<file path="src/rtl/core/lfh_pkg.sv">
// Package for the LPC/FWH host cycle engine: phase codes, request kinds, nibble codes.
// No dependencies.
`timescale 1ns / 1ps
`default_nettype none
package lfh_pkg;

    typedef enum logic [2:0] {
        PH_IDLE      = 3'd0,
        PH_HEAD      = 3'd1,
        PH_TAR_DRIVE = 3'd2,
        PH_TAR_FREE  = 3'd3,
        PH_SYNC      = 3'd4,
        PH_DATA      = 3'd5,
        PH_END       = 3'd6,
        PH_ABORT     = 3'd7
    } phase_t;

    localparam logic [2:0] KIND_TICK      = 3'd0;
    localparam logic [2:0] KIND_LPC_READ  = 3'd1;
    localparam logic [2:0] KIND_LPC_WRITE = 3'd2;
    localparam logic [2:0] KIND_FWH_READ  = 3'd3;
    localparam logic [2:0] KIND_FWH_WRITE = 3'd4;
    localparam logic [2:0] KIND_FWH_RUN   = 3'd5;

    localparam logic [1:0] REG_SYNC_LIMIT = 2'd0;
    localparam logic [1:0] REG_BURST_EN   = 2'd1;
    localparam logic [1:0] REG_IDSEL      = 2'd2;
    localparam logic [1:0] REG_TOP_NIB    = 2'd3;

    localparam logic [3:0] NIB_LPC_START = 4'b0000;
    localparam logic [3:0] NIB_LPC_RD    = 4'b0100;
    localparam logic [3:0] NIB_LPC_WR    = 4'b0110;
    localparam logic [3:0] NIB_FWH_RD    = 4'b1101;
    localparam logic [3:0] NIB_FWH_WR    = 4'b1110;
    localparam logic [3:0] NIB_ONES      = 4'b1111;

    // one result of a bus clock
    typedef struct packed {
        logic [3:0] lad_out;
        logic       lad_drive;
        logic       frame_active;
        logic       byte_valid;
        logic [7:0] read_byte;
        logic       request_done;
        logic       status;
        logic       busy_res;
    } result_t;

endpackage
`default_nettype wire

</file>
<file path="src/rtl/core/lfh_out_buf.sv">
// Two-entry skid buffer for results of the LPC/FWH host engine.
// Depends on lfh_pkg.
`timescale 1ns / 1ps
`default_nettype none
module lfh_out_buf
    import lfh_pkg::*;
(
    input  wire logic    clk,
    input  wire logic    rst_n,
    input  wire logic    push,
    input  wire result_t push_data,
    output logic         room,
    output logic         out_valid,
    input  wire logic    out_stall,
    output result_t      out_data
);
    result_t    mem_reg [2];
    logic       wptr_reg, rptr_reg;
    logic [1:0] count_reg;
    logic       pop;

    assign pop       = (count_reg != 2'd0) && !out_stall;
    assign out_valid = (count_reg != 2'd0);
    assign out_data  = mem_reg[rptr_reg];
    // room only when a slot is free at this edge
    assign room      = (count_reg != 2'd2);

    // storage
    always_ff @(posedge clk)
    begin
        if (push)
        begin
            mem_reg[wptr_reg] <= push_data;
        end
    end

    // pointers and fill level
    always_ff @(posedge clk or negedge rst_n)
    begin
        if (!rst_n)
        begin
            wptr_reg  <= 1'b0;
            rptr_reg  <= 1'b0;
            count_reg <= 2'd0;
        end
        else
        begin
            if (push) wptr_reg <= ~wptr_reg;
            if (pop)  rptr_reg <= ~rptr_reg;
            count_reg <= count_reg + {1'b0, push} - {1'b0, pop};
        end
    end

`ifndef SYNTH
    a_no_overflow: assert property (@(posedge clk) disable iff (!rst_n)
        push |-> (count_reg != 2'd2))
        else $error("result buffer overflow");
    a_count_range: assert property (@(posedge clk) disable iff (!rst_n)
        count_reg != 2'd3)
        else $error("result buffer count out of range");
    a_empty_no_valid: assert property (@(posedge clk) disable iff (!rst_n)
        (count_reg == 2'd0) |-> !out_valid)
        else $error("valid with empty buffer");
`endif
endmodule
`default_nettype wire

</file>
<file path="src/rtl/core/lfh_engine.sv">
// Bus-clock engine: per accepted item, computes one result and the next state.
// Depends on lfh_pkg.
`timescale 1ns / 1ps
`default_nettype none
module lfh_engine
    import lfh_pkg::*;
#(
    parameter int BURST_BYTES  = 128,
    parameter int ADDRESS_BITS = 24
)
(
    input  wire logic        clk,
    input  wire logic        rst_n,
    input  wire logic        step,
    input  wire logic [2:0]  kind,
    input  wire logic [23:0] address,
    input  wire logic [7:0]  write_data,
    input  wire logic [24:0] run_length,
    input  wire logic [3:0]  lad_in,
    input  wire logic [7:0]  sync_limit,
    input  wire logic        burst_en,
    input  wire logic [3:0]  idsel,
    input  wire logic [3:0]  top_nib,
    output result_t          res
);
    localparam int BB_BITS = $clog2(BURST_BYTES);
    localparam int NC_W    = $clog2(2 * BURST_BYTES + 1);
    localparam logic [3:0] SIZE_CODE = 4'(BB_BITS);
    localparam logic [NC_W-1:0] BURST_NIBS = NC_W'(2 * BURST_BYTES);

    phase_t                  phase_reg, phase_next;
    logic [2:0]              rkind_reg, rkind_next;
    logic [NC_W-1:0]         ncnt_reg, ncnt_next;
    logic [7:0]              scnt_reg, scnt_next;
    logic [ADDRESS_BITS-1:0] addr_reg, addr_next;
    logic [24:0]             left_reg, left_next;
    logic [7:0]              shift_reg, shift_next;
    logic                    bfail_reg, bfail_next;
    logic                    cburst_reg, cburst_next;

    logic       is_lpc, is_wr, go, cycle_end, cnt_byte;
    logic [31:0] full_addr;
    logic [3:0]  head_nib;
    logic [NC_W-1:0] ncnt_inc;

    function automatic logic pick_burst(input logic [2:0] k, input logic en,
                                        input logic bf,
                                        input logic [ADDRESS_BITS-1:0] a,
                                        input logic [24:0] left);
        logic r;
        r = (k == KIND_FWH_RUN) && en && !bf && (a[BB_BITS-1:0] == '0)
            && (left >= 25'(BURST_BYTES));
        return r;
    endfunction

    // state registers
    always_ff @(posedge clk or negedge rst_n)
    begin
        if (!rst_n)
        begin
            phase_reg  <= PH_IDLE;
            rkind_reg  <= KIND_TICK;
            ncnt_reg   <= '0;
            scnt_reg   <= '0;
            addr_reg   <= '0;
            left_reg   <= '0;
            shift_reg  <= '0;
            bfail_reg  <= 1'b0;
            cburst_reg <= 1'b0;
        end
        else if (step)
        begin
            phase_reg  <= phase_next;
            rkind_reg  <= rkind_next;
            ncnt_reg   <= ncnt_next;
            scnt_reg   <= scnt_next;
            addr_reg   <= addr_next;
            left_reg   <= left_next;
            shift_reg  <= shift_next;
            bfail_reg  <= bfail_next;
            cburst_reg <= cburst_next;
        end
    end

    // next state and result for one bus clock
    always_comb
    begin
        phase_next  = phase_reg;
        rkind_next  = rkind_reg;
        ncnt_next   = ncnt_reg;
        scnt_next   = scnt_reg;
        addr_next   = addr_reg;
        left_next   = left_reg;
        shift_next  = shift_reg;
        bfail_next  = bfail_reg;
        cburst_next = cburst_reg;
        res         = '0;
        cycle_end   = 1'b0;
        cnt_byte    = 1'b0;
        full_addr   = '0;
        head_nib    = '0;
        ncnt_inc    = '0;

        // request pick-up on an idle clock
        go = (phase_reg == PH_IDLE) &&
             ((kind == KIND_LPC_READ) || (kind == KIND_LPC_WRITE) ||
              (kind == KIND_FWH_READ) || (kind == KIND_FWH_WRITE) ||
              ((kind == KIND_FWH_RUN) && (run_length != '0)));
        if (go)
        begin
            rkind_next  = kind;
            addr_next   = address[ADDRESS_BITS-1:0];
            shift_next  = write_data;
            left_next   = (kind == KIND_FWH_RUN) ? run_length : 25'd0;
            bfail_next  = 1'b0;
            scnt_next   = '0;
            cburst_next = pick_burst(kind, burst_en, 1'b0,
                                     address[ADDRESS_BITS-1:0],
                                     (kind == KIND_FWH_RUN) ? run_length : 25'd0);
            phase_next  = PH_HEAD;
            ncnt_next   = '0;
        end

        is_lpc = (rkind_next == KIND_LPC_READ) || (rkind_next == KIND_LPC_WRITE);
        is_wr  = (rkind_next == KIND_LPC_WRITE) || (rkind_next == KIND_FWH_WRITE);
        res.busy_res = (phase_next != PH_IDLE);
        ncnt_inc = ncnt_next + 1'b1;

        // address with the top bits filled from the register
        full_addr = {8{top_nib}};
        full_addr[ADDRESS_BITS-1:0] = addr_next;

        unique case (phase_next)
            PH_IDLE:
            begin
            end
            PH_HEAD:
            begin
                priority if (ncnt_next == NC_W'(0))
                    head_nib = is_lpc ? NIB_LPC_START : (is_wr ? NIB_FWH_WR : NIB_FWH_RD);
                else if (ncnt_next == NC_W'(1))
                    head_nib = is_lpc ? (is_wr ? NIB_LPC_WR : NIB_LPC_RD) : idsel;
                else if (is_lpc && ncnt_next <= NC_W'(9))
                    head_nib = full_addr[5'(4 * (9 - 32'(ncnt_next))) +: 4];
                else if (!is_lpc && ncnt_next <= NC_W'(8))
                    head_nib = full_addr[5'(4 * (8 - 32'(ncnt_next))) +: 4];
                else if (!is_lpc && ncnt_next == NC_W'(9))
                    head_nib = cburst_next ? SIZE_CODE : 4'd0;
                else if (ncnt_next == NC_W'(10))
                    head_nib = shift_next[3:0];
                else
                    head_nib = shift_next[7:4];
                res.lad_out      = head_nib;
                res.lad_drive    = 1'b1;
                res.frame_active = (ncnt_next == '0);
                ncnt_next        = ncnt_inc;
                if (ncnt_inc >= (is_wr ? NC_W'(12) : NC_W'(10)))
                begin
                    phase_next = PH_TAR_DRIVE;
                    ncnt_next  = '0;
                end
            end
            PH_TAR_DRIVE:
            begin
                res.lad_out   = NIB_ONES;
                res.lad_drive = 1'b1;
                phase_next    = PH_TAR_FREE;
            end
            PH_TAR_FREE:
            begin
                phase_next = PH_SYNC;
                scnt_next  = '0;
            end
            PH_SYNC:
            begin
                priority if (lad_in == 4'd0)
                begin
                    phase_next = is_wr ? PH_END : PH_DATA;
                    ncnt_next  = '0;
                end
                else if (scnt_next >= sync_limit)
                    phase_next = PH_ABORT;
                else
                    scnt_next = scnt_next + 8'd1;
            end
            PH_DATA:
            begin
                if (!ncnt_next[0])
                    shift_next = {4'd0, lad_in};
                else
                begin
                    shift_next     = {lad_in, shift_next[3:0]};
                    res.byte_valid = 1'b1;
                    res.read_byte  = {lad_in, shift_next[3:0]};
                    cnt_byte       = 1'b1;
                end
                ncnt_next = ncnt_inc;
                if (ncnt_inc >= (cburst_next ? BURST_NIBS : NC_W'(2)))
                begin
                    phase_next = PH_END;
                    ncnt_next  = '0;
                end
            end
            PH_END:
            begin
                if (ncnt_next == '0)
                    ncnt_next = NC_W'(1);
                else
                begin
                    ncnt_next = '0;
                    cycle_end = 1'b1;
                end
            end
            PH_ABORT:
            begin
                res.lad_out      = NIB_ONES;
                res.lad_drive    = 1'b1;
                res.frame_active = 1'b1;
                res.status       = 1'b1;
                if (cburst_next)
                    bfail_next = 1'b1;
                else if (!is_wr)
                begin
                    res.byte_valid = 1'b1;
                    res.read_byte  = 8'hFF;
                    cnt_byte       = 1'b1;
                end
                cycle_end = 1'b1;
            end
            default:
            begin
            end
        endcase

        // byte accounting for run reads
        if (cnt_byte && (rkind_next == KIND_FWH_RUN))
        begin
            if (left_next != '0)
                left_next = left_next - 25'd1;
            addr_next = addr_next + 1'b1;
        end

        // end of a bus cycle: next cycle of the run or request done
        if (cycle_end)
        begin
            if ((rkind_next == KIND_FWH_RUN) && (left_next != '0))
            begin
                phase_next  = PH_HEAD;
                ncnt_next   = '0;
                cburst_next = pick_burst(rkind_next, burst_en, bfail_next,
                                         addr_next, left_next);
            end
            else
            begin
                res.request_done = 1'b1;
                phase_next       = PH_IDLE;
                cburst_next      = 1'b0;
            end
        end
    end

`ifndef SYNTH
    a_done_busy: assert property (@(posedge clk) disable iff (!rst_n)
        res.request_done |-> res.busy_res)
        else $error("done outside a request");
    a_abort_flags: assert property (@(posedge clk) disable iff (!rst_n)
        res.status |-> (res.frame_active && res.lad_drive))
        else $error("abort without frame");
    a_burst_size: assert property (@(posedge clk) disable iff (!rst_n)
        cburst_reg |-> (rkind_reg == KIND_FWH_RUN))
        else $error("burst on non-run request");
`endif
endmodule
`default_nettype wire

</file>
<file path="src/rtl/core/lpc_fwh_host_cycle_engine.sv">
// LPC/FWH host cycle engine: one input request per bus clock, one result each.
// Each accepted request's result is registered in the output buffer.
// Throughput: one request per cycle; in_stall rises only while two results wait.
// Reset: rst_n asynchronous, active low; engine idle, registers at reset values.
// Depends on lfh_pkg, lfh_engine and lfh_out_buf.
`timescale 1ns / 1ps
`default_nettype none
module lpc_fwh_host_cycle_engine
    import lfh_pkg::*;
#(
    parameter int BURST_BYTES  = 128,
    parameter int ADDRESS_BITS = 24
)
(
    input  wire logic        clk,
    input  wire logic        rst_n,
    input  wire logic        cfg_we,
    input  wire logic [1:0]  cfg_index,
    input  wire logic [7:0]  cfg_data,
    input  wire logic        in_valid,
    output logic             in_stall,
    input  wire logic [2:0]  kind,
    input  wire logic [23:0] address,
    input  wire logic [7:0]  write_data,
    input  wire logic [24:0] run_length,
    input  wire logic [3:0]  lad_in,
    output logic             out_valid,
    input  wire logic        out_stall,
    output logic [3:0]       lad_out,
    output logic             lad_drive,
    output logic             frame_active,
    output logic             byte_valid,
    output logic [7:0]       read_byte,
    output logic             request_done,
    output logic             status,
    output logic             busy_res
);
    logic [7:0] sync_limit_reg;
    logic       burst_en_reg;
    logic [3:0] idsel_reg, top_nib_reg;
    logic       room, step;
    result_t    res, out_res;

    assign in_stall = !room;
    assign step     = in_valid && room;

    // configuration registers
    always_ff @(posedge clk or negedge rst_n)
    begin
        if (!rst_n)
        begin
            sync_limit_reg <= 8'd32;
            burst_en_reg   <= 1'b0;
            idsel_reg      <= 4'd0;
            top_nib_reg    <= 4'hF;
        end
        else if (cfg_we)
        begin
            unique case (cfg_index)
                REG_SYNC_LIMIT: sync_limit_reg <= cfg_data;
                REG_BURST_EN:   burst_en_reg   <= cfg_data[0];
                REG_IDSEL:      idsel_reg      <= cfg_data[3:0];
                REG_TOP_NIB:    top_nib_reg    <= cfg_data[3:0];
                default:        ;
            endcase
        end
    end

    lfh_engine #(
        .BURST_BYTES  (BURST_BYTES),
        .ADDRESS_BITS (ADDRESS_BITS)
    ) u_engine (
        .clk        (clk),
        .rst_n      (rst_n),
        .step       (step),
        .kind       (kind),
        .address    (address),
        .write_data (write_data),
        .run_length (run_length),
        .lad_in     (lad_in),
        .sync_limit (sync_limit_reg),
        .burst_en   (burst_en_reg),
        .idsel      (idsel_reg),
        .top_nib    (top_nib_reg),
        .res        (res)
    );

    lfh_out_buf u_out (
        .clk       (clk),
        .rst_n     (rst_n),
        .push      (step),
        .push_data (res),
        .room      (room),
        .out_valid (out_valid),
        .out_stall (out_stall),
        .out_data  (out_res)
    );

    assign lad_out      = out_res.lad_out;
    assign lad_drive    = out_res.lad_drive;
    assign frame_active = out_res.frame_active;
    assign byte_valid   = out_res.byte_valid;
    assign read_byte    = out_res.read_byte;
    assign request_done = out_res.request_done;
    assign status       = out_res.status;
    assign busy_res     = out_res.busy_res;

`ifndef SYNTH
    a_stall_full: assert property (@(posedge clk) disable iff (!rst_n)
        in_stall |-> out_valid)
        else $error("input stalled with no result waiting");
    a_cfg_reset: assert property (@(posedge clk) disable iff (!rst_n)
        $rose(rst_n) |-> (sync_limit_reg == 8'd32))
        else $error("timeout limit not at reset value");
    a_drive_frame: assert property (@(posedge clk) disable iff (!rst_n)
        (out_valid && frame_active) |-> lad_drive)
        else $error("frame without driving LAD");
`endif
endmodule
`default_nettype wire

</file>
<file path="config.mk">
export PLATFORM = sky130hd
export DESIGN_NAME = lpc_fwh_host_cycle_engine
export DESIGN_NICKNAME = d
export VERILOG_FILES = /design/src/rtl/core/lfh_pkg.sv /design/src/rtl/core/lfh_out_buf.sv /design/src/rtl/core/lfh_engine.sv /design/src/rtl/core/lpc_fwh_host_cycle_engine.sv
export SDC_FILE = /design/constraint.sdc
export NUM_CORES = 1
export LEC_CHECK = 0
export ABC_AREA = 1
export ABC_CLOCK_PERIOD_IN_PS = 5150
export BUFFER_PORTS_ARGS = -buffer_cell sky130_fd_sc_hd__clkbuf_2
export CAP_MARGIN = 10
export CORE_MARGIN = 1.5
export CORE_UTILIZATION = 45
export DETAILED_ROUTE_END_ITERATION = 7
export GPL_TIMING_DRIVEN = 0
export SLEW_MARGIN = 40
export SYNTH_ARGS = -nofsm -noshare
export SYNTH_HDL_FRONTEND = slang
export SYNTH_SLANG_ARGS = --single-unit
</file>
<file path="constraint.sdc">
create_clock -name clk -period 5.15 [get_ports clk]
set_input_delay 0.2575 -clock clk [delete_from_list [all_inputs] [get_ports clk]]
set_output_delay 0.2575 -clock clk [all_outputs]
set_load 0.01 [all_outputs]
</file>
==> results of run 1 <==
## per-stage QoR
step	std cells	setup WS [ns]	instance area (um2)
global placement	2079	-0.5455	11710
CTS	2113	0.2215	12410
finish	2113	0.3868	12410
detailed placement	2080	-0.3112	11780
global route	2113	0.03669	12410
floorplan	1662	1.298	10820
## critical path, stage by stage (launching register included)
cell and delay, ns:
dfrtp_1 0.45, nor3_1 0.13, buf_2 0.21, nand2_4 0.17, buf_6 0.19, buf_6 0.19, buf_6 0.19, buf_2 0.36
nand2_1 0.21, inv_1 0.26, ha_1 0.23, inv_1 0.05, nor3_1 0.26, nand3_1 0.17, nor2_1 0.12, nand2_1 0.07
xor2_1 0.25, ha_1 0.29, nand2_1 0.06, nand2_1 0.11, o21ai_2 0.34, nand2_1 0.09, nand2_1 0.07, nand2_1 0.05
inv_1 0.05, nand2_1 0.04, nand2_1 0.06
## cells by family (layout without fill, tap and decap cells)
| group | count (synthesis) | in the layout |
|---|---|---|
| AO/OA/AOI/OAI | 257 | 257 |
| adder cells (fa/ha/maj) | 23 | 23 |
| XOR/XNOR | 32 | 32 |
| multiplexers | 4 | 4 |
| buffers and inverters | 272 | 404 |
| AND/OR/NAND/NOR | 935 | 935 |
| flip-flops | 139 | 139 |
## placed cells by master (no fill, tap or decap), types with 8 or more instances in the layout
master / Yosys / routed
nand2_2: 10 / 10
o221ai_1: 8 / 8
edfxtp_1: 36 / 36
nor2_2: 11 / 12
nand2_1: 528 / 528
nand3_1: 109 / 109
o211ai_1: 14 / 14
nor2_1: 206 / 203
clkbuf_2: 0 / 99
a21oi_1: 53 / 53
nand3b_1: 10 / 10
clkbuf_1: 24 / 24
nand4_1: 20 / 20
buf_2: 12 / 11
xor2_1: 26 / 26
clkbuf_16: 0 / 18
nor3_1: 10 / 10
ha_1: 23 / 23
inv_1: 210 / 210
buf_6: 8 / 8
a31oi_1: 14 / 14
o21ai_0: 134 / 134
dfrtp_1: 98 / 98
## layout make-up
| class | instances | area (um2) |
|---|---|---|
| clock inverter | 12 | 147.6 |
| tap | 319 | 399.1 |
| timing repair buffer | 101 | 544.3 |
| fill | 2490 | 11130 |
| buffer | 56 | 320.3 |
| multi-input combinational | 1251 | 6061 |
| clock buffer | 20 | 467.9 |
| inverter | 215 | 807.0 |
| sequential | 139 | 3665 |
## routing by layer
metal	wire (um)	track usage, %	vias to the layer above
met5	0	0	-
met4	954	9.657	0
met3	2785	4.736	54
met2	17360	51.11	439
met1	17560	43.60	5323
li1	-	-	5590
## power groups by stage
stage / registers [W] / clock network, W / logic (W)
2_1_floorplan: 0.00172 / 0 / 0.00303
3_3_place_gp: 0.00178 / 0 / 0.00427
3_5_place_dp: 0.00179 / 0 / 0.00431
4_1_cts: 0.00177 / 0.00133 / 0.00434
5_1_grt: 0.00182 / 0.00138 / 0.00491
6_report: 0.00178 / 0.00132 / 0.00441
## how the worst min path moves through the flow
stage / end / cells past startpoint
5_1_grt: sync_limit_reg[4]$_DFFE_PN0P_ / 3
3_5_place_dp: u_out.count_reg[1]$_DFF_PN0_ / 1
6_report: sync_limit_reg[4]$_DFFE_PN0P_ / 3
4_1_cts: sync_limit_reg[7]$_DFFE_PN0P_ / 3
3_3_place_gp: u_engine.addr_reg[16]$_DFFE_PN0P_ / 2
2_1_floorplan: burst_en_reg$_DFFE_PN0P_ / 0
## what timing repair did
item                       in CTS  in global routing
resized for setup               0                  3
hold buffers                    1                  0
hold endpoints to repair       38                  0
setup endpoints to repair       4                 11
pin swaps                       0                  0
setup buffers                   1                  0
==> results by stage, run 1 <==
Place:
- The placed wire-length estimate after detailed placement is 29960 um.
- The placer congestion estimate is 0.9835.
- The count of input and output buffers is 98.

Setup path:
- In this run the worst setup path terminates at u_engine.ncnt_reg[1]$_DFFE_PN0P_.
- The worst register-to-register path begins at u_engine.phase_reg[0]$_DFFE_PN0P_.
- The largest fanout on the critical path is 10.
- STA classifies the critical path startpoint as a flop.
- The depth of the most critical reg-to-reg path is 26.
- In this run the register-to-register setup slack is 0.39 ns.
- The reg-to-reg critical path endpoint is u_engine.ncnt_reg[1]$_DFFE_PN0P_.
- The data arrival time of the critical path is 5.13 ns.
- The element type at the critical path end is a flop.
- The critical path is of the reg2reg type.
- The critical path launch point is u_engine.phase_reg[0]$_DFFE_PN0P_.
- The required arrival time at the worst endpoint is 5.52 ns.

Synthesis:
- The count of synthesis-stage warnings from yosys is 0.
- Summing the areas of all fa, ha and maj instances in the mapped netlist gives 2.660% of the synthesized area.
- The synthesis-stage register bit count is 139.
- The cell count after synthesis came out at ~1700.
- The sequential element share of the synthesized area is 33.87%.
- The net count of the mapped netlist is 1764.
- By area the synthesized netlist is led by dfrtp_1 23%, nand2_1 18%, edfxtp_1 10%.
- Synthesis instantiated 54 different standard cells from the library.
- The area fraction in compound gates after synthesis is a little over an eighth.
- The synthesized netlist devotes 2.660% of its cell area to XOR and XNOR gates.
- By area, the combinational part of the netlist is dominated by simple AND/OR/NAND/NOR gates.
- Counting flops with a built-in enable in the synthesized netlist gives 36.
- The cell area after synthesis is between 10000 and 15000 um2.
- By count the netlist is led by 528 x nand2_1, 210 x inv_1, 206 x nor2_1, 134 x o21ai_0, 109 x nand3_1.
- The flip-flop cell with the highest count after synthesis is dfrtp_1.
- The cell with the most instances after synthesis is nand2_1.
- The most area-hungry cell type in the Yosys netlist is dfrtp_1.
- The simple-gate area share of the yosys netlist is 36.63%.
- The share of synthesized area in the top cell type comes to 22.66%.
- The mean cell area of the mapped netlist is 6.510 um2.
- In the synthesized netlist the async set-or-reset flop fraction comes to 74.10%.
- The multiplexer area fraction after synthesis is less than 1%.

Power and ir drop:
- The net switching power is between 0.003 and 0.004 W.
- In this run switching power makes up 51.28% of total power.
- Combinational logic burns 58.8% of the power.
- The internal portion of the total power is 0.003657 W.
- The clock network fraction of total power is 17.6%.
- Dividing total power by cell area gives a power density of 604.6 nW/um2.
- The leakage power figure is ~6.3 nW.
- IR analysis of the VDD net gives a maximum drop of 230.0 uV.
- The overall power after layout is 0.007505 W.
- The share of power burned in registers is 23.7%.

Global routing:
- The initial antenna violation count is 0.
- The total routing usage reported by global routing is 31.62%.
- The largest net degree at the start of global routing is between 60 and 70.
- The first global-routing pass estimated approximately 60000 um of wire.
- The total overflow left after global routing is 0.
- The number of global-route vias before repair is 10427.

Finish:
- The register with the most flip-flops in the layout has 36 of them.
- Of the cells placed in the final design, the portion with a size suffix greater than 1 is about an eighth.
- Relative to the synthesized area, the layout overhead comes to 14.71%.
- At the end of the flow the core is filled with cells to about 53%.
- The net total in the final layout is 1883.
- 0 antenna diodes ended up in the layout.

Clocking:
- The library cell used as clock root buffer is clkbuf_16.
- The maximum buffer depth of the clock tree is 2.
- The number of buffers inserted during clock tree synthesis is 17.
- The H-tree depth reported by CTS is 4.
- The number of sinks handled by clock tree synthesis is 139.
- After clock tree synthesis, the clock-pin slew on the worst setup and hold paths is 0.07 ns.
- The TritonCTS clock tree is done.
- The later pin in the worst-skew pair is clocked with a latency of about 0.44 ns.

Timing:
- The transition time of the tightest slew-check pin is 0.9299 ns.
- Setup violations remaining at the end of the flow were counted as 0.
- The worst hold slack is approximately 0.084 ns.
- The total count of max-transition violations in the final report was 0.
- The part of the cycle the worst path needs is 92.49%.
- Timing would allow up to ~0.21 GHz.
- The final critical path time including I/O delays and setup is 4.763 ns.
- Setup repair after global routing left no endpoint under its margin.
- Measured against its own limit, the worst slew margin works out to 38.01%.
- The maximum clock skew at final layout is 0.01477 ns.
- The count of final hold-check violations was 0.
- The final sum of negative setup slack is 0 ns.

Routing:
- The total wire length is 38660 um.
- In this run, the number of DRC markers left after iteration 0 of detailed routing was 1158.
- The average vias per placed instance is 5.398.
- In the routed design, unresolved DRC markers number 0.
- The number of detailed-routing iterations run before antenna repair is 5.
- The number of nets with antenna violations after detailed routing is 0.
- The total via count after detailed routing is 11406.
- The average detailed-routed wire length per instance is 18.30 um.

Die:
- The die covers 24980 um2.
- For this design the top-level I/O count stands at a little under 100.
- The die span in y is 158.1 um.
- The region available for standard cell placement spans 23540 um2.
- The x dimension of the die is 158.1 um.
- The initial utilization of the core area, before any placement, comes to 45.96%.
- After floorplanning, the core was divided into 56 placement rows.

Min path:
- The worst hold path begins at cfg_data[4].
- The worst min-delay path class is in2reg.

Run status:
- The flow ran to the end, and the final reports show no timing, DRC or antenna violations.

Run:
- The count of maximum capacitance violations is 0.
(Power assumes the default switching activity.)
==> inputs of run 2 (changes only) <==
MAX_ROUTING_LAYER = met4   (was default)
==> run 2 against run 1 <==
Critical path depth shrank 3. Register-to-register slack lost 0.09 ns. Global-route usage is 1.6 points higher. Setup slack worse by 0.088 ns. Cell count unchanged. Non-clock buffer count stayed put. Die area unchanged. Largest cell class unchanged.
==> results by stage, run 2 (same netlist as run 1, synthesis figures left out) <==
Run status:
- The flow ran to the end, and the final reports show no timing, DRC or antenna violations.

Clocking:
- For the worst-skew pair, the clock arrives at the later sink with an insertion delay of 0.44 ns.
- The root buffer cell chosen for the clock tree is clkbuf_16.
- The number of sinks handled by clock tree synthesis is 139.
- The TritonCTS clock tree is done.
- The H-tree depth reported by CTS is 4.
- The clock-pin slew on the worst setup and hold paths is 0.08 ns.
- The number of clock buffers added by TritonCTS is 17.
- The clock passes through at most 2 buffers.

Die:
- The floorplan row count is 56.
- The die span in y is about 160 um.
- Once the floorplan was initialized, standard cells occupied 45.96% of the core.
- The region available for standard cell placement spans roughly 24000 um2.
- The area of the die is 24980 um2.
- The number of primary I/O pins is around 100.
- The x dimension of the die is 158.1 um.

Routing:
- The total via count after detailed routing is 11471.
- After detailed routing, the number of vias per cell comes to about 5.4.
- The average detailed-routed wire length per instance is 18.56 um.
- In the routed design, unresolved DRC markers number 0.
- The total wire length is between 30000 and 40000 um.
- The number of detailed-routing iterations run before antenna repair is 5.
- For this block, the initial DRC count from the detailed router was 979.
- Once detail routing completed, the nets flagged for antenna violations numbered 0.

Finish:
- The flip-flop count of the largest register after layout is 36.
- The net total in the final layout is 1883.
- With fillers left out, the area of the finished cells amounts to between 10000 and 15000 um2.
- In the layout the commonest cells are 528 x nand2_1, 210 x inv_1, 203 x nor2_1, 134 x o21ai_0, 109 x nand3_1.
- The library cell used most frequently in the layout, excluding fill and tap cells, is nand2_1.
- Cells with a size suffix above 1 make up 12.43% of the layout.
- The repair_antennas step left the layout with diodes totalling 0.
- Compared with the post-synthesis result, the final layout area differs by 14.56%.

Power and ir drop:
- The net switching power is 0.003919 W.
- In this run switching power makes up between 50% and 60% of total power.
- The share of power burned in registers is 23.7%.
- IR analysis of the VDD net gives a maximum drop of 245.6 uV.
- Per report_power, the clock group accounts for 17.2% of the total.
- For this design the ratio of total power to cell area is roughly 600 nW/um2.
- In this run the static leakage power is roughly 6.3 nW.
- Combinational logic burns between 50% and 60% of the power.
- The internal portion of the total power is around 0.0036 W.

Place:
- The placed instances occupy a cell area of 11780 um2.
- The count of input and output buffers is 98.
- Summed over all nets, the half-perimeter wirelength after detailed placement is 30110 um.
- The placer congestion estimate is 1.008.
- Prior to clock tree synthesis, the placed netlist has a worst setup slack of -0.3838 ns.

Min path:
- The worst min-delay path class is in2reg.

Timing:
- Setup slack on the critical path of the routed design comes to around 0.3 ns.
- The total count of max-transition violations in the final report is 0.
- The transition time of the tightest slew-check pin is about 0.90 ns.
- The worst max-slew margin expressed relative to the limit is 39.84%.
- Derived from the worst setup path, the maximum achievable clock frequency is 0.2061 GHz.
- The count of final hold-check violations is 0.
- The final sum of negative setup slack is 0 ns.
- The worst path needs 4.851 ns of the cycle, external delays included.
- Setup repair after global routing left no endpoint under its margin.
- On the final layout, the worst clock skew is 0.02257 ns.
- The part of the cycle the worst path needs is approximately 94%.
- Setup violations remaining at the end of the flow were counted as 0.
- The worst hold slack is 0.08751 ns.

Setup path:
- The kind of critical path is reg2reg.
- The element type at the critical path end is a flop.
- The sort of element at the start of the critical path is a flop.
- In this run the worst path has a maximum fanout of 19.
- The data arrival time of the critical path is approximately 5.1 ns.
- The required arrival time at the worst endpoint is 5.44 ns.

Run:
- The count of maximum capacitance violations is 0.

Global routing:
- The met3 layer usage reported by global route is 4.982%.
- Summed over all layers, the global routing overflow is 0.
- The met2 track utilization from global routing is about half.
- The initial antenna violation count is 1.
- The first-pass GRT wire length is 59620 um.
- Entering global routing, the biggest net connects 60 pins.
- The number of global-route vias before repair is 10539.
- The busiest metal layer after global routing is met2.
- Global routing used 43.77% of the available met1 tracks.
- The total routing usage reported by global routing is between 30 and 40%.
==> run 2: power groups by stage <==
stage               clock network [W]  registers [W]  logic [W]
CTS                           0.00130        0.00177    0.00435
global route                  0.00134        0.00181    0.00495
floorplan                           0        0.00172    0.00303
finish                        0.00129        0.00177    0.00444
global placement                    0        0.00178    0.00428
detailed placement                  0        0.00179    0.00432
==> run 2: what timing repair did <==
| item | 4_1_cts | 5_1_grt |
|---|---|---|
| hold buffers | 1 | 0 |
| hold endpoints to repair | 44 | 0 |
| setup endpoints to repair | 5 | 12 |
| pin swaps | 0 | 0 |
| buffers inserted | 1 | 0 |
| resized for setup | 0 | 5 |
==> run 2: worst paths after layout <==
path	slack (ns)	end	start	cells after the start
worst max-delay path	0.30	u_engine.scnt_reg[6]$_DFFE_PN0P_	u_engine.phase_reg[0]$_DFFE_PN0P_	23
worst min-delay path	0.09	sync_limit_reg[7]$_DFFE_PN0P_	cfg_data[7]	3
worst max register to register	0.30	u_engine.scnt_reg[6]$_DFFE_PN0P_	u_engine.phase_reg[0]$_DFFE_PN0P_	23
max in group asynchronous	4.09	top_nib_reg[3]$_DFFE_PN1P_	rst_n	3
worst min register to register	0.48	u_engine.addr_reg[10]$_DFFE_PN0P_	u_engine.addr_reg[10]$_DFFE_PN0P_	2
min in group asynchronous	0.33	u_out.count_reg[1]$_DFF_PN0_	rst_n	2
==> run 2: final cells by class <==
class,count,area (um2)
clock inverters,15,172.7
flip-flops and latches,139,3665
inverters,215,807.0
fillers,2462,11150
multi-input cells,1251,6061
well taps,319,399.1
repair buffers,101,544.3
clock buffers,17,425.4
plain buffers,56,321.6
==> run 2: critical path: stages, from the launching register on <==
cell      delay (ns)
dfrtp_1         0.45
nor3_1          0.45
a21boi_4        0.40
buf_2           0.29
clkbuf_4        0.38
nor2_1          0.13
inv_1           0.13
ha_1            0.24
inv_1           0.05
a21boi_0        0.07
o21a_1          0.17
o21a_1          0.16
o21ai_0         0.15
nand2_1         0.08
a21oi_1         0.16
o21ai_0         0.25
nor2_1          0.30
nand2_1         0.10
nor2_1          0.15
nand2_1         0.08
nor2_1          0.12
nand2_1         0.07
o211ai_1        0.16
o21ai_0         0.10
==> run 2: stage by stage <==
| stage | cells | power (W) | util, % |
|---|---|---|---|
| 2_1_floorplan | 1662 | 0.004755 | - |
| 3_3_place_gp | 2079 | 0.006059 | 49.74 |
| 3_5_place_dp | 2080 | 0.006110 | 50.02 |
| 4_1_cts | 2113 | 0.007427 | 52.62 |
| 5_1_grt | 2113 | 0.008106 | 52.65 |
| 6_report | 2113 | 0.007499 | 52.65 |
==> run 2: routing by layer <==
layer | vias to the layer above | wire length (um)
li1 | 5598 | -
met1 | 5368 | 17570
met2 | 433 | 17480
met3 | 72 | 2722
met4 | 0 | 1447
met5 | - | 0
